**src/rtl/bm25_pkg.sv**
```systemverilog
`timescale 1ns / 1ps

package bm25_pkg;

   // Command codes carried by the request channel.
   localparam logic [1:0] CMD_LOAD     = 2'd0;
   localparam logic [1:0] CMD_POSTING  = 2'd1;
   localparam logic [1:0] CMD_BEGIN    = 2'd2;
   localparam logic [1:0] CMD_RESERVED = 2'd3;

   // Register map of the control port.
   localparam int unsigned CSR_INDEX_W = 8;
   localparam int unsigned CSR_DATA_W  = 24;
   localparam logic [CSR_INDEX_W-1:0] REG_K1_GAIN       = 8'd0;
   localparam logic [CSR_INDEX_W-1:0] REG_PRE_SCALE     = 8'd1;
   localparam logic [CSR_INDEX_W-1:0] REG_SCORE_SCALE   = 8'd2;
   localparam logic [CSR_INDEX_W-1:0] REG_POSTING_LIMIT = 8'd3;

   // Register values after reset.
   localparam logic [15:0] K1_GAIN_RESET       = 16'd4915;
   localparam logic [15:0] PRE_SCALE_RESET     = 16'd256;
   localparam logic [23:0] SCORE_SCALE_RESET   = 24'd65536;
   localparam logic [16:0] POSTING_LIMIT_RESET = 17'd65536;

   // Docid and posting counter limits, and one in Q4.12.
   localparam logic [16:0] DOCID_ONES = 17'h1FFFF;
   localparam logic [16:0] COUNT_MAX  = 17'h1FFFF;
   localparam logic [16:0] K1_ONE     = 17'd4096;

   // Job queue between the front and back ends.
   localparam int unsigned QUEUE_DEPTH = 4;
   localparam int unsigned QUEUE_PTR_W = 2;

   // One unit of work for the back end: a table load or a posting to score.
   typedef struct packed {
      logic        is_load;
      logic [15:0] table_index;
      logic [31:0] prior_value;
      logic [15:0] doc_number;
      logic        out_of_range;
      logic [7:0]  tf;
   } job_type;

   // Scoring coefficients held by the control registers.
   typedef struct packed {
      logic [15:0] k1_gain;
      logic [15:0] pre_scale;
      logic [23:0] score_scale;
   } coef_type;

endpackage

```
**src/rtl/bm25_req_if.sv**
```systemverilog
`timescale 1ns / 1ps

interface bm25_req_if;
   logic        valid;
   logic        ready;
   logic [1:0]  cmd;
   logic [15:0] table_index;
   logic [31:0] prior_value;
   logic [15:0] posting_word;

   modport source (output valid, cmd, table_index, prior_value, posting_word, input ready);
   modport sink (input valid, cmd, table_index, prior_value, posting_word, output ready);
endinterface

```
**src/rtl/bm25_front.sv**
```systemverilog
`timescale 1ns / 1ps

module bm25_front #(
   parameter int unsigned DOC_COUNT = 65536
) (
   input  logic              clock,
   input  logic              reset,
   bm25_req_if.sink          req_ch,
   input  logic [16:0]       posting_limit,
   output logic              push_valid,
   input  logic              push_ready,
   output bm25_pkg::job_type push_job
);
   import bm25_pkg::*;

   localparam int unsigned TABLE_DEPTH = (DOC_COUNT < 65536) ? DOC_COUNT : 65536;

   logic [16:0] running_docid_ff, running_docid_in;
   logic [7:0]  group_tf_ff, group_tf_in;
   logic        expect_impact_ff, expect_impact_in;
   logic [16:0] postings_done_ff, postings_done_in;
   logic        term_finished_ff, term_finished_in;

   logic        accept;
   logic [17:0] gap_sum;
   logic [16:0] next_docid;

   assign req_ch.ready = push_ready;
   assign accept       = req_ch.valid && push_ready;

   // Docid advance; saturates at all ones unless it starts from all ones.
   assign gap_sum = {1'b0, running_docid_ff} + {2'b00, req_ch.posting_word};
   always_comb begin
      if (running_docid_ff != DOCID_ONES && gap_sum[17]) begin
         next_docid = DOCID_ONES;
      end else begin
         next_docid = gap_sum[16:0];
      end
   end

   // Classify the item and update the term state.
   always_comb begin
      running_docid_in = running_docid_ff;
      group_tf_in      = group_tf_ff;
      expect_impact_in = expect_impact_ff;
      postings_done_in = postings_done_ff;
      term_finished_in = term_finished_ff;
      push_valid       = 1'b0;
      push_job.is_load      = 1'b0;
      push_job.table_index  = req_ch.table_index;
      push_job.prior_value  = req_ch.prior_value;
      push_job.doc_number   = next_docid[15:0];
      push_job.out_of_range = 32'(next_docid) >= TABLE_DEPTH;
      push_job.tf           = group_tf_ff;
      if (accept) begin
         case (req_ch.cmd)
            CMD_LOAD: begin
               push_job.is_load = 1'b1;
               push_valid       = 32'(req_ch.table_index) < TABLE_DEPTH;
            end
            CMD_BEGIN: begin
               running_docid_in = DOCID_ONES;
               group_tf_in      = '0;
               expect_impact_in = 1'b1;
               postings_done_in = '0;
               term_finished_in = 1'b0;
            end
            CMD_POSTING: begin
               if (!term_finished_ff) begin
                  if (expect_impact_ff) begin
                     if (postings_done_ff < posting_limit) begin
                        group_tf_in = (req_ch.posting_word > 16'd255) ?
                                      8'hFF : req_ch.posting_word[7:0];
                        running_docid_in = DOCID_ONES;
                        expect_impact_in = 1'b0;
                     end else begin
                        term_finished_in = 1'b1;
                     end
                  end else if (req_ch.posting_word == '0) begin
                     expect_impact_in = 1'b1;
                  end else begin
                     running_docid_in = next_docid;
                     if (postings_done_ff < COUNT_MAX) begin
                        postings_done_in = postings_done_ff + 17'd1;
                     end
                     push_valid = 1'b1;
                  end
               end
            end
            default: begin
            end
         endcase
      end
   end

   always_ff @(posedge clock) begin
      if (reset) begin
         running_docid_ff <= DOCID_ONES;
         group_tf_ff      <= '0;
         expect_impact_ff <= 1'b1;
         postings_done_ff <= '0;
         term_finished_ff <= 1'b0;
      end else begin
         running_docid_ff <= running_docid_in;
         group_tf_ff      <= group_tf_in;
         expect_impact_ff <= expect_impact_in;
         postings_done_ff <= postings_done_in;
         term_finished_ff <= term_finished_in;
      end
   end

endmodule

```
**src/flat_wrapper.sv**
```systemverilog
// flat-port wrapper written by rule: the top's interface ports become plain ports
module bm25_front_flat import bm25_pkg::*;
#(
   parameter int unsigned DOC_COUNT = 65536
)
  (clock, reset, posting_limit, push_valid, push_ready, push_job, req_ch_valid, req_ch_cmd, req_ch_table_index, req_ch_prior_value, req_ch_posting_word, req_ch_ready);
  bm25_req_if req_ch_i ();
  input  logic clock;
  input  logic reset;
  input  logic [16:0] posting_limit;
  output logic push_valid;
  input  logic push_ready;
  output bm25_pkg::job_type push_job;
  input wire logic [$bits(req_ch_i.valid)-1:0] req_ch_valid;
  input wire logic [$bits(req_ch_i.cmd)-1:0] req_ch_cmd;
  input wire logic [$bits(req_ch_i.table_index)-1:0] req_ch_table_index;
  input wire logic [$bits(req_ch_i.prior_value)-1:0] req_ch_prior_value;
  input wire logic [$bits(req_ch_i.posting_word)-1:0] req_ch_posting_word;
  output wire logic [$bits(req_ch_i.ready)-1:0] req_ch_ready;
  assign req_ch_i.valid = req_ch_valid;
  assign req_ch_i.cmd = req_ch_cmd;
  assign req_ch_i.table_index = req_ch_table_index;
  assign req_ch_i.prior_value = req_ch_prior_value;
  assign req_ch_i.posting_word = req_ch_posting_word;
  assign req_ch_ready = req_ch_i.ready;
  bm25_front #(.DOC_COUNT(DOC_COUNT)) u_core (.clock(clock), .reset(reset), .req_ch(req_ch_i), .posting_limit(posting_limit), .push_valid(push_valid), .push_ready(push_ready), .push_job(push_job));
endmodule
```
**config.mk**
```make
export PLATFORM = sky130hd
export DESIGN_NAME = bm25_front_flat
export DESIGN_NICKNAME = d
export VERILOG_FILES = /design/src/rtl/bm25_pkg.sv /design/src/rtl/bm25_req_if.sv /design/src/rtl/bm25_front.sv /design/src/flat_wrapper.sv
export SDC_FILE = /design/constraint.sdc
export NUM_CORES = 1
export LEC_CHECK = 0
export BUFFER_PORTS_ARGS = -buffer_cell sky130_fd_sc_hd__buf_2
export CORE_MARGIN = 2
export CORE_UTILIZATION = 52
export CTS_CLUSTER_SIZE = 28
export DETAILED_ROUTE_END_ITERATION = 16
export PLACE_DENSITY = 0.93
export SYNTH_ARGS = -nofsm -noshare
export SYNTH_HDL_FRONTEND = slang
export SYNTH_SLANG_ARGS = --single-unit
```
**constraint.sdc**
```tcl
create_clock -name clock -period 5.7 [get_ports clock]
set_input_delay 0.57 -clock clock [delete_from_list [all_inputs] [get_ports clock]]
set_output_delay 0.57 -clock clock [all_outputs]
set_load 0.05 [all_outputs]
```
# Word level (Yosys, flattened, before mapping)
# Index checks and enable logic that the tools add are counted.
# word_totals
reg_bits,44
input_bits,87
output_inout_bits,76
wordCells,63
# classes
addsub,2
n_lt_le_gt_ge,4
n_eq_ne,11
muxes,31
reduce_logical,10
# ops
operator,n
17-bit 2-to-1 mux,9
17-bit case mux with 2 select lines,2
8-bit 2-to-1 mux,4
17-bit by 16-bit adder with 18-bit output,1
17-bit by 1-bit adder with 17-bit output (second input constant),1
17-bit greater-or-equal comparator (second input constant),1
17-bit less-than comparator,1
17-bit less-than comparator (second input constant),1
17-bit inequality test (second input constant),1
16-bit by 8-bit greater-than comparator with 1-bit output (second input constant),1
16-bit logical NOT,1
8-bit case mux with 2 select lines,1
1-bit 2-to-1 mux,12
5-bit AND reduction,2
2-bit by 1-bit inequality test with 1-bit output (second input constant),3
2-bit inequality test (second input constant),3
1-bit case mux with 2 select lines,3
6-bit AND reduction,1
3-bit by 2-bit inequality test with 1-bit output (second input constant),1
3-bit inequality test (second input constant),1
3-bit AND reduction,1
2-bit by 1-bit == test with 1-bit output (second input constant),1
2-bit == test (second input constant),1
1-bit logical AND,2
other kinds (3),3

# Logic depth before layout (Yosys ltp)
# Gate-level depths: netlist of run 1.
# logic_depth
ltp_word,7
ltp_mapped,11
ltp_nobuf,10

# Least setup slack after synthesis of run 1
# Ideal clock, no wire load.
# synth_path
kind,input to output
startpoint,input req_ch_posting_word[0]
endpoint,output push_job[23] (netlist name)
arrival_time_ns,2.626
t_required_ns,5.130
setup_slack_ns,2.504
cell_stages,10
path_buffers,0
cell_sequence,ha_1 inv_1 fa_1 nor2b_1 o2111ai_1 and4_1 o31ai_1 o211ai_1 xor2_1 nand2_1
# synth_lines
element,line_no,rtl
start: declaration,flat_wrapper.sv:18,input wire logic [$bits(req_ch_i.posting_word)-1:0] req_ch_posting_word;
end: declaration,flat_wrapper.sv:13,output bm25_pkg::job_type push_job;

==> PnR_summary.wiki, run 1 <==
{| class="wikitable"
! Metric !! Value
|-
| Total clock buffers created by CTS || 5
|-
| Root Driver || clkbuf_8
|-
| Worst-path cell with the longest stage delay || dfxtp_1
|-
| Startpoint of the most critical register-to-register path || u_core.running_docid_ff[1]
|-
| Worst Hold Margin || 472.0 ps
|-
| Largest cells by area after synthesis || dfxtp_1 (25%), ha_1 (13%), buf_4 (10%)
|-
| Worst-path maximum fanout || 17
|-
| Synth cell types || 51
|-
| Achievable Freq || 271.0 MHz
|-
| Share of flip-flops with an asynchronous set or reset after synthesis || 0%
|-
| Gate Count Post-Synth || 447
|-
| Post-synthesis sequential area ratio || 24.56%
|-
| Final net count || 583
|-
| First-pass iteration count of the detailed router || 4
|-
| Number of hold-slack violations in the final timing report || 0
|-
| First-pass GRT wire length || 13,310 um
|-
| Detailed-route vias per instance || 5.889
|-
| Maximum buffer depth of the clock tree || 2
|-
| Layout fillers || 600
|-
| Final Critical Period || 3690 ps
|-
| Initial antenna violation count || 0
|-
| Antenna Nets Post-Route || 0
|-
| Pin slew with the least headroom to its limit || 1137 ps
|-
| Power per cell area || 207.8 nW/um^2
|-
| Crit. Startpoint || u_core.running_docid_ff[1]
|-
| Summed instance area of the synthesized netlist || 3587 sq um
|-
| Synth Net Count || 571
|-
| Clock-pin slew reported for the worst setup and hold paths after clock tree synthesis || 80 ps
|-
| TritonCTS clock tree || built
|-
| Number of levels the H-tree was split into || 2
|-
| # rows || 30
|-
| Count of maximum capacitance violations || 0
|-
| Share of cells above drive strength 1 || 18.04%
|-
| Static Leak || 1.731 nW
|-
| Total negative setup slack || 0 ps
|-
| Stage delay of the slowest cell on the critical path || 450 ps
|-
| Remaining global-route overflow || 0
|-
| Max IR drop VDD || 0.1912 mV
|-
| Status || finished, final reports clean
|-
| Boundary pin count || 163
|-
| Placer congestion estimate || 0.9437
|-
| Post-detailed-route DRC marker count || 0
|-
| Post-route design area || 3716 sq um
|-
| Post-Synthesis Mean Instance Area || 8.025 sq um
|-
| Count of instances resized after the clock tree is built || 0
|-
| Post-Route WL || 8239 um
|-
| Cell-by-cell listing of the critical path || ha_1, a211oi_1, o211ai_1, a41oi_2, o31a_1, o21ai_0, nand2b_1, nand2_1, buf_2
|-
| Count of endpoints failing setup in the final report || 0
|-
| Biggest area consumer among synthesized cells || dfxtp_1
|-
| Synthesis-stage register bit count || 44
|-
| DR vias || 3,180
|-
| Area of the die || 7579 sq um
|-
| Post-synth EDFFs || 0
|-
| Worst setup SP type || flop
|-
| Synth Warn # || 0
|-
| Final worst clock skew || 10.74 ps
|-
| Crit share post-route || 64.75%
|-
| Startpoint-to-endpoint class of the critical path || flop to output port
|-
| Number of hold-repair buffers added at the cts stage || 0
|-
| Worst Path Arrival || 3120 ps
|-
| Insertion delay to the later sink of the worst-skew pair || 300 ps
|-
| Placeable core region || 6719 sq um
|-
| Initial Util || 53.39%
|-
| Count of buffers added by post-CTS timing repair for setup || 0
|-
| RSZ-0062 raised after global routing || false
|-
| Area grow syn2layout || 3.593%
|-
| Antenna diodes || 0
|-
| Detailed-route wire length per cell || 15.26 um
|-
| Share of Yosys cell area claimed by the top area cell type || 24.56%
|-
| CP endpoint kind || output port
|-
| Floorplan die height || 87.06 um
|-
| Number of pins exceeding their max-slew limit in the final report || 0
|-
| Hold Path Origin || u_core.group_tf_ff[5]
|-
| Violation count after the first detailed-route iteration || 177
|-
| Die W || 87.06 um
|-
| Worst hold path type || flop to flop
|-
| Pin count of the biggest net entering global routing || 21
|-
| Most instantiated flip-flop cell in the synthesis netlist || dfxtp_1
|-
| Global routing usage summed across all routing layers || 21.59%
|-
| Via count of the first global-routing pass || 2,996
|-
| CP Data Required Time || 5130 ps
|-
| Number of clock sinks seen by CTS || 44
|-
| Total half-perimeter wirelength after legalization and detailed placement || 6532 um
|-
| Relative slew slack || 24.04%
|-
| Post-detailed-placement cell area || 3595 sq um
|-
| Number of port buffers || 66
|}
==> cell type report <==
class	instances	area, sq um	area share, %
Clock buffer	6	82.58	2.222
Clock inverter	2	38.79	1.044
Inverter	32	120.1	3.232
Multi-Input combinational cell	310	2163	58.22
Sequential cell	44	880.8	23.70
Tap cell	80	100.1	2.694
Timing Repair Buffer	66	330.3	8.889
==> synth_stat cells (all sizes together), types with 2 or more instances <==
cell type / count
buf: 57
dfxtp: 44
nand2: 40
nor2: 37
ha: 36
inv: 32
xnor2: 18
a21oi: 17
a2bb2oi: 14
nor3: 14
nand3: 12
o21ai: 12
nand4: 11
o2bb2ai: 9
xor2: 9
a21o: 8
nand2b: 7
nor4: 7
or3: 6
o31ai: 5
and4: 4
clkbuf: 4
o21bai: 4
a211oi: 3
a31oi: 3
and3: 3
nor2b: 3
o211ai: 3
or2: 3
a221oi: 2
mux2i: 2
o21a: 2
o22a: 2
o31a: 2
==> cell usage in the layout (no fill, tap or decap), drive strengths merged, types with 3 or more instances in the layout <==
cell      n
o211ai    3
o21ai    12
or2       3
ha       36
nor2b     3
nor3     14
a21o      8
o21bai    4
a2bb2oi  14
a211oi    3
clkbuf    6
xnor2    18
xor2      9
nand2    40
a31oi     3
nand3    12
a21oi    17
and4      4
or3       6
nand2b    7
o31ai     5
nor2     37
buf      66
inv      32
nor4      7
nand4    11
o2bb2ai   9
and3      3
dfxtp    44
==> flip-flops by register name (all words and copies together), names as in the netlist <==
signal / count
u_core.running_docid_ff: 17
u_core.expect_impact_ff: 1
u_core.term_finished_ff: 1
u_core.group_tf_ff: 8
u_core.postings_done_ff: 17
==> path summary, 6_finish.rpt <==
kind / slack, ps / cells after the start / end
setup / recovery: 2010 / 9 / push_job[13]
hold reg to reg: 470 / 1 / u_core.group_tf_ff[5]
setup reg to reg: 2950 / 8 / u_core.running_docid_ff[16]
hold / removal: 470 / 1 / u_core.group_tf_ff[5]
==> critical path: cells and delay by family (launching register included) <==
| kind | cells | cell delay, ps |
|---|---|---|
| flops | 1 | 450 |
| simple gates | 2 | 590 |
| fa+ha+maj | 1 | 280 |
| buf+inv | 1 | 250 |
| compound gates | 5 | 1240 |
==> per-layer routing <==
layer,routed length [um],GRT usage [%],vias to the layer above
li1,-,-,1557
met1,3483,26.63,1451
met2,3934,36.99,137
met3,576,4.076,35
met4,245,8.381,0
met5,0,0,-
==> metrics by stage <==
stage	total power, W	utilization [%]	setup slack (ps)	std cells
global route	0.0008032	55.31	1747	540
global placement	0.0005202	53.50	2160	532
detailed placement	0.0005225	53.50	2048	532
CTS	0.0007736	55.31	2028	540
floorplan	0.0005603	-	2504	447
finish	0.0007721	55.31	2010	540
==> report_power, final <==
group | leakage, nW | internal (W) | switching (W)
logic | 1.31 | 0.0000628 | 0.000145
registers | 0.355 | 0.000309 | 0.00000157
clock network | 0.0614 | 0.000143 | 0.000110
total | 1.73 | 0.000515 | 0.000257
==> cells by family after synthesis <==
kind of cell	after synthesis	share of synthesized area (%)
adders and majority gates	37	13.11
AOI/OAI and AO/OA	93	18.80
buffers and inverters	93	15.14
muxes	2	0.5581
DFF	44	24.56
and+or+nand+nor	151	21.24
xor gates and xnor gates	27	6.592
Power figures use the tool's default switching activity.
==> run 2, diff against run 1 <==
--- a/config.mk
+++ b/config.mk
@@ -7,10 +7,10 @@
 export LEC_CHECK = 0
 export BUFFER_PORTS_ARGS = -buffer_cell sky130_fd_sc_hd__buf_2
 export CORE_MARGIN = 2
-export CORE_UTILIZATION = 52
+export CORE_UTILIZATION = 48
 export CTS_CLUSTER_SIZE = 28
 export DETAILED_ROUTE_END_ITERATION = 16
-export PLACE_DENSITY = 0.93
+export PLACE_DENSITY = 0.88
 export SYNTH_ARGS = -nofsm -noshare
 export SYNTH_HDL_FRONTEND = slang
 export SYNTH_SLANG_ARGS = --single-unit
==> constraint.sdc (replaced) <==
create_clock -name clock -period 3.7 [get_ports clock]
set_input_delay 0.37 -clock clock [delete_from_list [all_inputs] [get_ports clock]]
set_output_delay 0.37 -clock clock [all_outputs]
set_load 0.05 [all_outputs]
==> run 2 against run 1 <==
- sequential power is 54% higher
- die area rose by 8.0%
- global-route usage shrank 1.4 points
- via count up 0.69%
- hold slack worse by 150 ps
- non-clock buffer count is the same
- largest power group unchanged
- design area grew 0.71%
==> PnR_summary.wiki, run 2 (same netlist as run 1, synthesis figures left out) <==
{| class="wikitable"
! Metric !! Value
|-
| Number of stages on the worst hold path || 2 (+1)
|-
| Total half-perimeter wirelength after legalization and detailed placement || 6548 um (+0.24%)
|-
| Power per cell area || 320.3 nW/um^2 (+54%)
|-
| Number of pins exceeding their max-slew limit in the final report || 0 (unchanged)
|-
| Root Driver || clkbuf_8
|-
| Placeable core region || 7253 sq um (+8.0%)
|-
| Worst Path Arrival || 3110 ps (about the same)
|-
| Number of cell instances on the worst register-to-register path || 8 (unchanged)
|-
| Detailed-route wire length per cell || 15.03 um (-1.5%)
|-
| CP Data Required Time || 3330 ps (-1800 ps)
|-
| Layout fillers || 671 (+12%)
|-
| Register-to-register setup slack || 890 ps (-2060 ps)
|-
| Share of cells above drive strength 1 || 18.26% (+0.22 points)
|-
| Final Critical Period || 3480 ps
|-
| Clock-pin slew reported for the worst setup and hold paths after clock tree synthesis || 100 ps (+20 ps)
|-
| RSZ-0062 raised after global routing || false
|-
| Final worst clock skew || 14.70 ps (+3.955 ps)
|-
| Number of clock sinks seen by CTS || 44 (unchanged)
|-
| Largest regs || u_core.postings_done_ff x17, u_core.running_docid_ff x17, u_core.group_tf_ff x8
|-
| Via count of the first global-routing pass || 3,067 (+2.4%)
|-
| Worst setup SP type || flop
|-
| Boundary pin count || 163 (unchanged)
|-
| Antenna Nets Post-Route || 0 (unchanged)
|-
| CP endpoint kind || output port
|-
| Most frequent standard cell in the layout excluding fill and tap cells || buf_2
|-
| Worst hold path type || primary input to flop
|-
| Pin slew with the least headroom to its limit || 1160 ps (+23.25 ps)
|-
| DR vias || 3,202 (+0.69%)
|-
| Crit share post-route || 94.06%
|-
| Global routing usage summed across all routing layers || 20.20% (-1.4 points)
|-
| Relative slew slack || 22.49% (-1.6 points)
|-
| Number of hold-slack violations in the final timing report || 0 (unchanged)
|-
| Violation count after the first detailed-route iteration || 184 (+4.0%)
|-
| Antenna diodes || 0 (unchanged)
|-
| Pin count of the biggest net entering global routing || 21 (unchanged)
|-
| Status || finished, final reports clean
|-
| Maximum buffer depth of the clock tree || 2 (unchanged)
|-
| First-pass GRT wire length || 13,840 um (+4.0%)
|-
| TritonCTS clock tree || built
|-
| Count of maximum capacitance violations || 0 (unchanged)
|-
| Placer congestion estimate || 0.8894 (-5.8%)
|-
| Total clock buffers created by CTS || 5 (unchanged)
|-
| Total negative setup slack || 0 ps (unchanged)
|-
| Initial Util || 49.46% (-3.9 points)
|-
| Final net count || 583 (unchanged)
|-
| Insertion delay to the later sink of the worst-skew pair || 310 ps (about the same)
|-
| Post-Route WL || 8399 um (+1.9%)
|-
| Die W || 90.45 um (+3.9%)
|-
| Number of port buffers || 66 (unchanged)
|-
| Area grow syn2layout || 4.325%
|-
| Count of endpoints failing setup in the final report || 0 (unchanged)
|-
| Achievable Freq || 287.3 MHz
|-
| Remaining global-route overflow || 0 (unchanged)
|-
| Worst-path maximum fanout || 3 (-14)
|-
| Most used cells in the layout excluding fill and tap cells || buf_2 (66), dfxtp_1 (44), nand2_1 (40), nor2_1 (37), ha_1 (36)
|-
| Layout Cells excl Fill || 559 (+3.5%)
|-
| Max IR drop VDD || 0.2168 mV (+13%)
|-
| Floorplan die height || 90.45 um (+3.9%)
|-
| Area of the die || 8181 sq um (+8.0%)
|-
| Static Leak || 1.731 nW (about the same)
|-
| First-pass iteration count of the detailed router || 5 (+1)
|-
| Detailed-route vias per instance || 5.728 (-2.7%)
|-
| Number of levels the H-tree was split into || 2 (unchanged)
|-
| Startpoint-to-endpoint class of the critical path || flop to output port
|-
| Initial antenna violation count || 0 (unchanged)
|-
| # rows || 31 (+3.3%)
|-
| Placed Cells || 551 (+3.6%)
|-
| Post-detailed-route DRC marker count || 0 (unchanged)
|}
## run 2: cell types whose count changed in the layout (fill, tap and decap cells not counted)
cell and change:
nand2b_1 -1, nand2b_2 +1
## run 2: critical path, stage by stage (launching register included)
cell	delay [ps]
dfxtp_1	370
ha_1	210
inv_1	60
fa_1	410
nor2b_1	160
o2111ai_1	140
and4_1	210
o31ai_1	510
o22ai_1	190
xor2_1	190
nand2_1	80
buf_2	270
## run 2: path summary, 6_finish.rpt
path / startpoint / to
max: u_core.running_docid_ff[0] / push_job[21]
min: reset / u_core.postings_done_ff[0]
max reg2reg: u_core.postings_done_ff[10] / u_core.running_docid_ff[4]
min reg2reg: u_core.group_tf_ff[6] / u_core.group_tf_ff[6]
## run 2: where the power goes
part           total [W]  internal [W]  switching, W
Clock           0.000402      0.000221      0.000181
Combinational   0.000318     0.0000965      0.000222
Sequential      0.000478      0.000476    0.00000228
## run 2: layer usage
metal | vias to the layer above | wire, um | GRT usage, %
met5 | - | 0 | 0
met4 | 0 | 197 | 7.564
met3 | 28 | 490 | 4.007
met2 | 116 | 4263 | 38.03
met1 | 1502 | 3449 | 22.24
li1 | 1556 | - | -
## run 2: final cells by class
class | count | area, sq um | share of cell area (%)
clock buffers | 6 | 82.58 | 2.207
clock inverters | 2 | 38.79 | 1.036
inverters | 32 | 120.1 | 3.210
multi-input cells | 310 | 2166 | 57.87
flip-flops and latches | 44 | 880.8 | 23.54
well taps | 99 | 123.9 | 3.310
repair buffers | 66 | 330.3 | 8.826
## run 2: what timing repair did
| action | 4_1_cts | 5_1_grt |
|---|---|---|
| buffers inserted | 0 | 0 |
| setup endpoints to repair | 0 | 17 |
| hold buffers | 0 | 0 |
| resized for setup | 0 | 1 |
## run 2: metrics by stage
stage | utilization [%] | cell area [sq um] | power (W) | setup slack, ps | hold slack [ps]
2_1_floorplan | - | 3587 | 0.0008632 | 904.0 | 471.7
3_3_place_gp | 49.89 | 3618 | 0.0007981 | 530.3 | 442.8
6_report | 51.60 | 3742 | 0.001199 | 219.8 | 323.5
3_5_place_dp | 49.89 | 3618 | 0.0008043 | 472.8 | 442.0
4_1_cts | 51.56 | 3740 | 0.001202 | 228.2 | 318.9
5_1_grt | 51.60 | 3742 | 0.001245 | 15.42 | 339.0
