File: src/rtl/bm25_pkg.sv
`timescale 1ns / 1ps

package bm25_pkg;

   // Command codes carried by the request channel.
   localparam logic [1:0] CMD_LOAD     = 2'd0;
   localparam logic [1:0] CMD_POSTING  = 2'd1;
   localparam logic [1:0] CMD_BEGIN    = 2'd2;
   localparam logic [1:0] CMD_RESERVED = 2'd3;

   // Register map of the control port.
   localparam int unsigned CSR_INDEX_W = 8;
   localparam int unsigned CSR_DATA_W  = 24;
   localparam logic [CSR_INDEX_W-1:0] REG_K1_GAIN       = 8'd0;
   localparam logic [CSR_INDEX_W-1:0] REG_PRE_SCALE     = 8'd1;
   localparam logic [CSR_INDEX_W-1:0] REG_SCORE_SCALE   = 8'd2;
   localparam logic [CSR_INDEX_W-1:0] REG_POSTING_LIMIT = 8'd3;

   // Register values after reset.
   localparam logic [15:0] K1_GAIN_RESET       = 16'd4915;
   localparam logic [15:0] PRE_SCALE_RESET     = 16'd256;
   localparam logic [23:0] SCORE_SCALE_RESET   = 24'd65536;
   localparam logic [16:0] POSTING_LIMIT_RESET = 17'd65536;

   // Docid and posting counter limits, and one in Q4.12.
   localparam logic [16:0] DOCID_ONES = 17'h1FFFF;
   localparam logic [16:0] COUNT_MAX  = 17'h1FFFF;
   localparam logic [16:0] K1_ONE     = 17'd4096;

   // Job queue between the front and back ends.
   localparam int unsigned QUEUE_DEPTH = 4;
   localparam int unsigned QUEUE_PTR_W = 2;

   // One unit of work for the back end: a table load or a posting to score.
   typedef struct packed {
      logic        is_load;
      logic [15:0] table_index;
      logic [31:0] prior_value;
      logic [15:0] doc_number;
      logic        out_of_range;
      logic [7:0]  tf;
   } job_type;

   // Scoring coefficients held by the control registers.
   typedef struct packed {
      logic [15:0] k1_gain;
      logic [15:0] pre_scale;
      logic [23:0] score_scale;
   } coef_type;

endpackage

File: src/rtl/bm25_queue.sv
`timescale 1ns / 1ps

module bm25_queue (
   input  logic              clock,
   input  logic              reset,
   input  logic              push_valid,
   output logic              push_ready,
   input  bm25_pkg::job_type push_job,
   output logic              pop_valid,
   input  logic              pop,
   output bm25_pkg::job_type pop_job
);
   import bm25_pkg::*;

   job_type                entry_ff [QUEUE_DEPTH];
   logic [QUEUE_PTR_W-1:0] wr_ptr_ff, rd_ptr_ff;
   logic [QUEUE_PTR_W:0]   count_ff;
   logic                   do_push, do_pop;

   assign push_ready = count_ff != QUEUE_PTR_W'(0) + (QUEUE_PTR_W+1)'(QUEUE_DEPTH);
   assign pop_valid  = count_ff != '0;
   assign pop_job    = entry_ff[rd_ptr_ff];
   assign do_push    = push_valid && push_ready;
   assign do_pop     = pop && pop_valid;

   // Pointer and fill count.
   always_ff @(posedge clock) begin
      if (reset) begin
         wr_ptr_ff <= '0;
         rd_ptr_ff <= '0;
         count_ff  <= '0;
      end else begin
         if (do_push) begin
            wr_ptr_ff <= wr_ptr_ff + QUEUE_PTR_W'(1);
         end
         if (do_pop) begin
            rd_ptr_ff <= rd_ptr_ff + QUEUE_PTR_W'(1);
         end
         if (do_push && !do_pop) begin
            count_ff <= count_ff + (QUEUE_PTR_W+1)'(1);
         end else if (do_pop && !do_push) begin
            count_ff <= count_ff - (QUEUE_PTR_W+1)'(1);
         end
      end
   end

   // Entry storage.
   always_ff @(posedge clock) begin
      if (do_push) begin
         entry_ff[wr_ptr_ff] <= push_job;
      end
   end

endmodule

File: config.mk
export PLATFORM = sky130hd
export DESIGN_NAME = bm25_queue
export DESIGN_NICKNAME = d
export VERILOG_FILES = /design/src/rtl/bm25_pkg.sv /design/src/rtl/bm25_queue.sv
export SDC_FILE = /design/constraint.sdc
export NUM_CORES = 1
export LEC_CHECK = 0
export BUFFER_PORTS_ARGS = -buffer_cell sky130_fd_sc_hd__buf_4
export CAP_MARGIN = 20
export CORE_ASPECT_RATIO = 0.8
export CORE_MARGIN = 10
export CORE_UTILIZATION = 40
export CTS_CLUSTER_DIAMETER = 100
export DETAILED_ROUTE_END_ITERATION = 10
export PLACE_DENSITY = 0.67
export SYNTH_ARGS = -nofsm -noshare
export SYNTH_HDL_FRONTEND = slang
export SYNTH_SLANG_ARGS = --single-unit
File: constraint.sdc
create_clock -name clock -period 2.84 [get_ports clock]
set_input_delay 0.568 -clock clock [delete_from_list [all_inputs] [get_ports clock]]
set_output_delay 0.568 -clock clock [all_outputs]
set_load 0.01 [all_outputs]
==> After elaboration in Yosys (flattened, before gate mapping) <==
Memories as Yosys holds them, arrays and structs flattened. A register that Yosys moved wholly into a read port is not among the register bits.
Cells that the tools add are included.
{ "word_totals": {"register_bits": 7, "latch_bits": 0, "ram_bits": 296, "romBits": 0, "input_bits": 78, "out_inout_bits": 76, "word_cells": 23, "mem_count": 1} }
{ "memory_table": {"columns": ["memory", "depth", "word_bits", "read_ports", "rd_ports_with_merged_regs", "write_ports", "line", "source"], "rows": [
  ["entry_ff", 4, 74, 1, 1, 1, "bm25_queue.sv:15", "job_type entry_ff [QUEUE_DEPTH];"]
]} }
{ "op_classes": {"addsub": 4, "multipliers": 0, "div_mod_pow": 0, "order_cmp": 0, "eq_ne": 1, "n_shift": 0, "mux": 6, "bitwise_logic": 0, "n_reduce_logical": 8} }
{ "ops": {"columns": ["op", "n"], "rows": [
  ["3-bit two-way mux", 2],
  ["2-bit by 1-bit adder with 2-bit output (second input constant)", 2],
  ["1-bit logical AND", 4],
  ["2-bit two-way mux", 2],
  ["3-bit by 1-bit adder with 3-bit output (second input constant)", 1],
  ["3-bit != test (second input constant)", 1],
  ["3-bit nonzero test", 1],
  ["3-bit by 1-bit subtractor with 3-bit output (second input constant)", 1],
  ["1-bit zero test", 2],
  ["1-bit two-way mux", 2],
  ["2-bit nonzero test", 1]
]} }

==> Depth between registers and ports, before layout <==
Gate-level depths: netlist (run 1).
{ "logic_depth": {"word_depth": 6, "depth_mapped": 8, "depth_no_buf": 8} }

==> Least setup slack after synthesis (run 1) <==
Ideal clock, no wire load.
{ "synth_timing": {"path_kind": "in2reg", "startpoint": "in push_valid", "endpoint": "mem entry_ff[2][0] in the netlist's numbering, enable pin", "t_arrival_ns": 2.605, "t_required_ns": 2.400, "path_slack_ns": -0.205, "stages": 2, "path_buffers": 0, "path_cell_list": "a21boi_2 and2_1"} }
{ "synth_via": {"elab_chain_len": 3} }
{ "synth_lines": {"columns": ["element", "line", "source"], "rows": [
  ["start, declared", "bm25_queue.sv:6", "input logic push_valid,"],
  ["1-bit logical AND", "bm25_queue.sv:23", "assign do_push = push_valid && push_ready;"],
  ["1-bit two-way mux", "bm25_queue.sv:49", "if (do_push) begin"],
  ["1-bit two-way mux (not written as such)", "bm25_queue.sv:50", "entry_ff[wr_ptr_ff] <= push_job;"],
  ["end, declared", "bm25_queue.sv:15", null]
]} }
No other way between the ends.

==> results of run 1 <==
==> area by class of cell <==
class,instances,area (um2)
clock buffer,41,791
inverter,3,11.3
tap,364,455
multi-input combinational,109,1950
fill,2161,13600
clock inverter,12,108
sequential,305,9080
timing repair buffer,170,1360
==> metal layers <==
layer  up-vias  wire [um]
met5         -          0
met4         0        428
li1       2220          -
met2       124      11200
met3        30       1270
met1      2637       8910
==> where the power goes <==
part | switching (mW) | internal (mW)
Clock | 1.50 | 2.11
Sequential | 0.207 | 5.47
Combinational | 1.42 | 1.68
==> cells by family after synthesis <==
kind of cell / Yosys count / share of synthesized area, %
compound gates: 5 / 0.337
xor+xnor: 4 / 0.314
fa+ha+maj: 6 / 0.741
buf+inv: 20 / 1.26
flops: 305 / 81.4
mux: 77 / 15.2
simple gates: 17 / 0.752
==> worst paths after layout <==
path	start	end	slack (ns)
worst max register to register	count_ff[1]	count_ff[2]	0.42
worst max-delay path	flip-flop	pop_job[70]	0.15
worst min-delay path	push_job[30]	entry_ff[1][30]	0.23
worst min register to register	wr_ptr_ff[1]	wr_ptr_ff[1]	0.53
==> Yosys cell counts <==
library cell	count	area share, %
inv_1	3	0.10
mux2i_1	2	0.18
nand2b_1	2	0.11
ha_1	5	0.56
xor2_1	4	0.31
o31ai_1	1	0.067
and2_1	4	0.22
nand2_1	1	0.034
edfxtp_1	296	80
or3_1	2	0.11
fa_1	1	0.18
buf_4	1	0.067
a21boi_2	1	0.10
mux2_2	1	0.10
mux4_2	74	15
buf_6	7	0.71
o311ai_0	1	0.079
o21ai_0	1	0.045
clkbuf_1	2	0.067
nor2_1	8	0.27
buf_2	7	0.31
dfxtp_1	9	1.6
a21oi_1	1	0.045
==> sequential cells by signal, summed over array words and instances, names as in the netlist, named ones only <==
signal and flops:
count_ff 3, entry_ff 296, rd_ptr_ff 2, wr_ptr_ff 2
==> per-stage QoR <==
step / hold WS, ns / cells / cell area [um2] / power, mW / utilization, %
floorplan: 0.482 / 434 / 11200 / 7.51 / -
global placement: 0.492 / 951 / 12900 / 8.89 / 47.0
detailed placement: 0.517 / 951 / 12900 / 8.98 / 47.0
CTS: 0.199 / 1004 / 13800 / 12.6 / 50.3
global route: 0.207 / 1004 / 13800 / 13.0 / 50.3
finish: 0.232 / 1004 / 13800 / 12.4 / 50.3
==> impl_results.md, run 1 <==
* CP Capture Type: primary output
* Tmin final at 2.69 ns
* First-pass DRT Iterations at 4
* Outcome: completed
* R2r worst-path depth at 8
* Warnings, synthesis at 0
* Pwr/cell area at 901 mW/mm2
* Highest clock rate at 372 MHz
* Delay-heaviest family, CP: flip-flops
* CP Class: reg -> out
* Final cycle utilization of the critical path at 94.7%
* CTS root buf: clkbuf_16
* Place WS at 0.324 ns
* Most frequent cells in the layout: edfxtp_1 (296), buf_4 (163), mux4_2 (74), clkbuf_16 (29), clkbuf_1 (10)
* Slowest CP cell: dfxtp_4
* Final hold vios at 0
* Vias at 5011
* GR peak layer: met2
* Post-detailed-route via-to-cell ratio at 4.99
* Clk sinks at approximately 310
* Die W at 207 um
* Required @ worst endpoint at around 2.3 ns
* #FFs+latches synth at 305
* Worst-path fanout max at 23
* Share of layout cells above drive strength 1 at 45.5%
* Rows at 54
* Worst-Skew Late Latency at 0.53 ns
* Max stage delay on crit path at 0.57 ns
* WL final at ~22000 um
* Final setup vio count at 0
* WHS Path Cells at 1
* Worst-Margin Slew at around 0.53 ns
* WP depth at 3
* Wire length per cell at roughly 22 um
* Met2 Usage GRT at 21.5%
* Seq/Total Area, Yosys at about four fifths
* Detailed Place HPWL at 14100 um
* GRT overflow at 0
* Die area at 0.0350 mm2
* GRT met1 Usage at between 15 and 20%
* CTS tree: built
* CTS Buf Count at 29
* Mean Syn Cell Area at 25.7 um2
* CP Launch Type: flip-flop
* Io pins at between 150 and 200
* Cell area after synthesis at ~0.011 mm2
* Setup TNS at 0 ns
* Cells along the critical path: buf_12 > mux4_2 > buf_4
* Final setup margin at 0.150 ns
* DRT antenna net count at 0
* Worst path arrival time at 2.12 ns
* Clk_skew at approximately 0.016 ns
* Leak pwr at 4.60 nW
* CTS hold repair buffers at 0
* Tot GR Track Use at 12.4%
* WP buf/inv at 2
* Port Buffers at 153
* Final Slew Violations at 0
* Syn nets at 518
* Hold Path Class: in -> reg
* Met3 Use GR at 3.28%
* Initial antenna violation count at 0
* Max clock buf depth at 3
* Post-Synthesis Cells at ~430
* Synth-to-layout area growth at 23.4%
* DRT iter0 DRCs at ~220
* Vias in the first global route at 5769
* Max rail drop VDD at around 0.53 mV
* RSZ-0062 raised after global routing: false
* Antenna diode count at 0
* Clock-pin slew on the worst setup and hold paths at ~0.06 ns
* First-pass GRT wire length at between 30000 and 40000 um
* H-tree depth at 1
* RePlAce Congestion at ~0.74
* DRC Markers at 0
* Nets at 702
* Postcts setup bufs at 0
* Distinct cells, synth at 23
* Core ar. at 0.0274 mm2
* Largest net degree at the start of global routing at between 40 and 50
* Commonest non-fill, non-tap cell in the layout: edfxtp_1
* Slew margin rel. at 65.0%
* Max_cap viols at 0
* Starting Density at 40.7%
* PostCTS Resize Cnt at 0
* Die height at 169 um
No activity file was read; power rests on OpenSTA's default activity.
==> run 2, diff against run 1 <==
--- a/config.mk
+++ b/config.mk
@@ -12,6 +12,7 @@
 export CORE_UTILIZATION = 40
 export CTS_CLUSTER_DIAMETER = 100
 export DETAILED_ROUTE_END_ITERATION = 10
+export MAX_ROUTING_LAYER = met4
 export PLACE_DENSITY = 0.67
 export SYNTH_ARGS = -nofsm -noshare
 export SYNTH_HDL_FRONTEND = slang
==> run 2 against run 1 <==
Setup slack lost 0.0016 ns. Global-route usage increased by 0.37 points. Combinational power about the same. Via count is essentially flat. Clock skew up 0.00058 ns. Register-to-register slack is essentially flat. Core utilization is the same. First-iteration DRC count decreased by 1.8%. Largest cell class unchanged.
==> impl_results.md, run 2 (synthesis gave the netlist of run 1 again) <==
* Outcome: completed
* CTS tree: built
* Logic gate share of total power at 25.0% (about the same)
* Tmin final at 2.69 ns (+0.00162 ns)
* CTS root buf: clkbuf_16
* GRT overflow at 0 (unchanged)
* Share of layout cells above drive strength 1 at 45.5% (unchanged)
* Clk pwr share at 29.2% (about the same)
* Rows at 54 (unchanged)
* Fillcell total at 2161 (unchanged)
* Core ar. at 0.0274 mm2 (unchanged)
* Sequential share of power at 45.8% (about the same)
* Reg-to-reg startpoint: count_ff[1]
* Largest net degree at the start of global routing at 42 (unchanged)
* Required @ worst endpoint at 2.27 ns (about the same)
* Port Buffers at 153 (unchanged)
* WL final at 21700 um (-0.22%)
* Initial antenna violation count at 0 (unchanged)
* Clk_skew at 0.0165 ns (+0.000581 ns)
* PostCTS Resize Cnt at 0 (unchanged)
* Die area at 0.0350 mm2 (unchanged)
* DRT antenna net count at 0 (unchanged)
* Largest register FFs at 296 (unchanged)
* DRC Markers at 0 (unchanged)
* First-pass DRT Iterations at 5 (+1)
* Detailed Place HPWL at 14100 um (unchanged)
* Cells along the critical path: buf_12 > mux4_2 > buf_4
* Vias in the first global route at 5772 (+0.052%)
* Die W at 207 um (unchanged)
* Nets at 702 (unchanged)
* Sw frac at 25.3% (about the same)
* Reg area at 0.00908 mm2 (unchanged)
* Slew margin rel. at 64.9% (-0.077 points)
* CTS Buf Count at 29 (unchanged)
* Hold Path Class: in -> reg
* CP Class: reg -> out
* RePlAce Congestion at 0.754 (+1.2%)
* RSZ-0062 raised after global routing: false
* Max_cap viols at 0 (unchanged)
* First-pass GRT wire length at 33700 um (about the same)
* Postcts setup bufs at 0 (unchanged)
* Most frequent cells in the layout: edfxtp_1 (296), buf_4 (163), mux4_2 (74), clkbuf_16 (29), clkbuf_1 (10)
* Commonest non-fill, non-tap cell in the layout: edfxtp_1
* Leak pwr at 4.60 nW (unchanged)
* Worst path arrival time at 2.12 ns (about the same)
* Net Switching at 3.14 mW (+0.13%)
* H-tree depth at 1 (unchanged)
* Die height at 169 um (unchanged)
* Tot GR Track Use at 12.8% (+0.37 points)
* Vias at 5009 (-0.040%)
* Pint at 9.25 mW (about the same)
* Clock-pin slew on the worst setup and hold paths at 0.06 ns (about the same)
* Max rail drop VDD at 0.528 mV (-0.13%)
* Clk sinks at 305 (unchanged)
* Slowest CP cell: dfxtp_4
* Final non-filler cell total at 1004 (unchanged)
* Highest clock rate at 372 MHz (about the same)
* Largest registers: entry_ff x296, count_ff x3
* Synth-to-layout area growth at 23.4% (unchanged)
* Worst-path fanout max at 23 (unchanged)
* CTS hold repair buffers at 0 (unchanged)
* Setup TNS at 0 ns (unchanged)
* CP Launch Type: flip-flop
* Pwr/cell area at 901 mW/mm2 (about the same)
* Post-detailed-route via-to-cell ratio at 4.99 (about the same)
* R2r worst-path depth at 8 (unchanged)
* Worst-Margin Slew at 0.527 ns (+0.00116 ns)
* Wire length per cell at 21.6 um (-0.22%)
* Max clock buf depth at 3 (unchanged)
* Setup crit end: pop_job[70]
* Starting Density at 40.7% (unchanged)
* DRT iter0 DRCs at 217 (-1.8%)
* Worst-Skew Late Latency at 0.53 ns (about the same)
* Final hold vios at 0 (unchanged)
* Antenna diode count at 0 (unchanged)
* R2r endpoint: count_ff[2]
* Final cycle utilization of the critical path at 94.8% (about the same)
* Final Slew Violations at 0 (unchanged)
* Final setup vio count at 0 (unchanged)
* Multi-input gate area at 0.00195 mm2 (unchanged)
* CP Capture Type: primary output
* Max stage delay on crit path at 0.57 ns (about the same)
* Io pins at 154 (unchanged)
* Largest Register: entry_ff
* FF-to-FF setup slack at 0.42 ns (about the same)
* # placed instances at 951 (unchanged)
[run 2: cell counts in the layout (fill, tap and decap cells not counted)]
No cell type changed its count.
[run 2: per-layer routing]
layer,up-vias,share of wire [%],GRT usage (%)
met2,126,51,21.5
li1,2221,-,-
met3,32,5.5,3.09
met1,2630,41,15.3
met5,-,0,-
met4,0,2.0,2.82
[run 2: worst min-delay path by stage]
stage	startpoint	endpoint	cells past startpoint
2_1_floorplan	wr_ptr_ff[1]	wr_ptr_ff[1]	2
3_3_place_gp	wr_ptr_ff[1]	wr_ptr_ff[1]	2
3_5_place_dp	wr_ptr_ff[1]	wr_ptr_ff[1]	2
4_1_cts	push_job[71]	entry_ff[2][71]	1
5_1_grt	push_job[41]	entry_ff[3][41]	1
6_report	push_job[30]	entry_ff[1][30]	1
[run 2: cell type report]
type,count,area share [%]
Sequential cell,305,66.0
Multi-Input combinational cell,109,14.2
Timing Repair Buffer,170,9.92
Clock buffer,41,5.75
Tap cell,364,3.31
Clock inverter,12,0.782
Inverter,3,0.0819
[run 2: critical path: cells and delay by family, from the launching register on]
kind,cells,cell delay [ns]
buffers and inverters,2,0.44
flip-flops,1,0.57
multiplexers,1,0.57
[run 2: stage by stage]
| stage | setup slack (ns) | util, % | power, mW | hold slack (ns) | cell area (um2) |
|---|---|---|---|---|---|
| global placement | 0.534 | 47.0 | 8.89 | 0.492 | 12900 |
| global route | 0.00632 | 50.3 | 13.0 | 0.207 | 13800 |
| floorplan | 0.600 | - | 7.51 | 0.482 | 11200 |
| detailed placement | 0.324 | 47.0 | 8.98 | 0.517 | 12900 |
| finish | 0.149 | 50.3 | 12.4 | 0.232 | 13800 |
| CTS | 0.0575 | 50.3 | 12.6 | 0.199 | 13800 |
[run 2: power by group through the flow]
stage,Sequential (mW),Combinational (mW),Clock (mW)
5_1_grt,5.73,3.36,3.91
4_1_cts,5.69,3.21,3.71
3_3_place_gp,5.74,3.16,0
2_1_floorplan,5.65,1.86,0
3_5_place_dp,5.78,3.20,0
6_report,5.67,3.10,3.61
==> run 3, diff against run 2 <==
==> constraint.sdc (replaced) <==
create_clock -name clock -period 2.84 [get_ports clock]
set_input_delay 0.426 -clock clock [delete_from_list [all_inputs] [get_ports clock]]
set_output_delay 0.426 -clock clock [all_outputs]
set_load 0.01 [all_outputs]
==> run 3 against run 2 <==
Core utilization about the same. Sequential share of layout area barely moved. Non-clock buffer count down 4. Combinational power about the same. Setup slack better by 0.13 ns. Clock power about the same. Design area about the same. Total power fell by 0.24%. Clock-buffer cell count shrank 4. Critical path type unchanged. Critical endpoint is now pop_job[2]. Largest power group unchanged.
==> impl_results.md, run 3 (synthesis gave the netlist of run 1 again) <==
* GRT overflow at 0 (unchanged)
* Clk pwr share at 29.1% (about the same)
* Postcts setup bufs at 0 (unchanged)
* Setup TNS at 0 ns (unchanged)
* CTS root buf: clkbuf_16
* Port Buffers at 153 (unchanged)
* Critical path's most frequent cell: buf_4
* Max_cap viols at 0 (unchanged)
* Worst-path fanout max at 32 (+39%)
* Clock-pin slew on the worst setup and hold paths at 0.06 ns (about the same)
* Slew margin rel. at 64.7% (-0.17 points)
* Share of layout cells above drive strength 1 at 45.2% (-0.29 points)
* Clk sinks at 305 (unchanged)
* Die area at 0.0350 mm2 (unchanged)
* Worst-Margin Slew at 0.529 ns (+0.00258 ns)
* Final Slew Violations at 0 (unchanged)
* Die height at 169 um (unchanged)
* Max rail drop VDD at 0.480 mV (-9.0%)
* Sequential share of power at 45.6% (-0.2 points)
* Tot Pwr at 12.4 mW (-0.24%)
* Max stage delay on crit path at 0.68 ns (+0.11 ns)
* Slowest CP cell: dfxtp_4
* Worst path arrival time at 2.13 ns (about the same)
* Final cycle utilization of the critical path at 90.1% (-4.6 points)
* Largest register FFs at 296 (unchanged)
* Wire length per cell at 22.3 um (+2.8%)
* Logic gate share of total power at 25.3% (+0.3 points)
* CTS hold repair buffers at 0 (unchanged)
* Worst-Skew Late Latency at 0.54 ns (about the same)
* Hold Path Class: in -> reg
* Leak pwr at 4.59 nW (-0.36%)
* WL final at 22200 um (+2.1%)
* Fillcell total at 2183 (+1.0%)
* Rows at 54 (unchanged)
* Starting Density at 40.7% (unchanged)
* Net Switching at 3.18 mW (+1.4%)
* Vias in the first global route at 5680 (-1.6%)
* Most frequent cells in the layout: edfxtp_1 (296), buf_4 (156), mux4_2 (74), clkbuf_16 (31), buf_12 (10)
* Largest registers: entry_ff x296, count_ff x3
* RePlAce Congestion at 0.740 (-1.8%)
* DRT iter0 DRCs at 266 (+23%)
* DRC Markers at 0 (unchanged)
* Final hold vios at 0 (unchanged)
* Die W at 207 um (unchanged)
* Max clock buf depth at 3 (unchanged)
* Synth-to-layout area growth at 23.3% (about the same)
* Final setup vio count at 0 (unchanged)
* Nets at 700 (-0.28%)
* CTS Buf Count at 31 (+6.9%)
* DRT antenna net count at 0 (unchanged)
* CP Capture Type: primary output
* Pint at 9.18 mW (-0.77%)
* First-pass GRT wire length at 34200 um (+1.4%)
* Initial antenna violation count at 0 (unchanged)
* Largest Register: entry_ff
* CTS tree: built
* Post-detailed-route via-to-cell ratio at 5.05 (+1.1%)
* Tot GR Track Use at 13.1% (+0.32 points)
* Largest net degree at the start of global routing at 44 (+4.8%)
* Clk_skew at 0.0103 ns (-0.00620 ns)
* Pwr/cell area at 899 mW/mm2 (-0.21%)
* PostCTS Resize Cnt at 0 (unchanged)
* CP Launch Type: flip-flop
* Io pins at 154 (unchanged)
* Detailed Place HPWL at 14300 um (+1.5%)
* Vias at 5030 (+0.42%)
* Sw frac at 25.7% (+0.40 points)
* Required @ worst endpoint at 2.41 ns (+0.14 ns)
* H-tree depth at 1 (unchanged)
* Highest clock rate at 391 MHz (+5.2%)
* Commonest non-fill, non-tap cell in the layout: edfxtp_1
* Antenna diode count at 0 (unchanged)
* Outcome: completed
* Core ar. at 0.0274 mm2 (unchanged)
* First-pass DRT Iterations at 4 (-1)
* Cells along the critical path: buf_4 > mux4_2 > buf_4
* CP Class: reg -> out
* RSZ-0062 raised after global routing: false
* Tmin final at 2.56 ns (-0.132 ns)
[run 3: cell count changes in the layout (fill, tap and decap cells not counted)]
cell and change:
buf_4 -7, clkbuf_1 -4, buf_12 +3, clkbuf_16 +2, clkbuf_8 -2, clkinv_1 +2
bufinv_16 -1, clkinv_2 -1, clkinv_4 +1
[run 3: area by class of cell]
cell class                 instances  area, um2  share of cell area (%)
sequential                       305       9080                    66.0
multi-input combinational        109       1950                    14.2
timing repair buffer             166       1370                    9.97
clock buffer                      37        798                    5.81
tap                              364        455                    3.31
clock inverter                    13       88.8                   0.646
inverter                           3       11.3                  0.0819
[run 3: through the flow]
stage	utilization [%]	area, um2	worst slack (ns)	std cells	hold slack, ns
after floorplan	-	11200	0.670	434	0.482
after global placement	47.0	12900	0.675	947	0.495
after detailed placement	47.0	12900	0.514	947	0.515
after CTS	50.2	13700	0.213	997	0.0521
after global routing	50.2	13700	0.172	997	0.0585
final	50.2	13700	0.281	997	0.0817
[run 3: layer usage]
metal	track usage [%]	wire, um	share of wire, %	vias to the layer above
met1	16.6	9270	42	2623
met5	-	0	0	-
met4	2.95	473	2.1	0
li1	-	-	-	2216
met3	2.82	1410	6.4	38
met2	21.3	11000	50	153
[run 3: worst paths after layout]
kind	startpoint	end	slack, ns	cells past startpoint
worst max-delay path	flip-flop	pop_job[2]	0.28	3
worst min-delay path	push_job[23]	entry_ff[1][23]	0.08	1
worst max register to register	count_ff[1]	count_ff[2]	0.46	8
worst min register to register	rd_ptr_ff[0]	flip-flop	0.53	2
[run 3: power groups by stage]
stage / logic (mW) / clock network, mW / registers (mW)
after detailed placement: 3.24 / 0 / 5.74
after CTS: 3.25 / 3.71 / 5.64
after floorplan: 1.86 / 0 / 5.65
after global placement: 3.18 / 0 / 5.69
final: 3.13 / 3.59 / 5.63
after global routing: 3.40 / 3.88 / 5.68
[run 3: critical path, delay by kind of cell, from the launching register on]
kind / cells / cell delay (ns)
flops: 1 / 0.68
buf+inv: 2 / 0.53
mux: 1 / 0.35
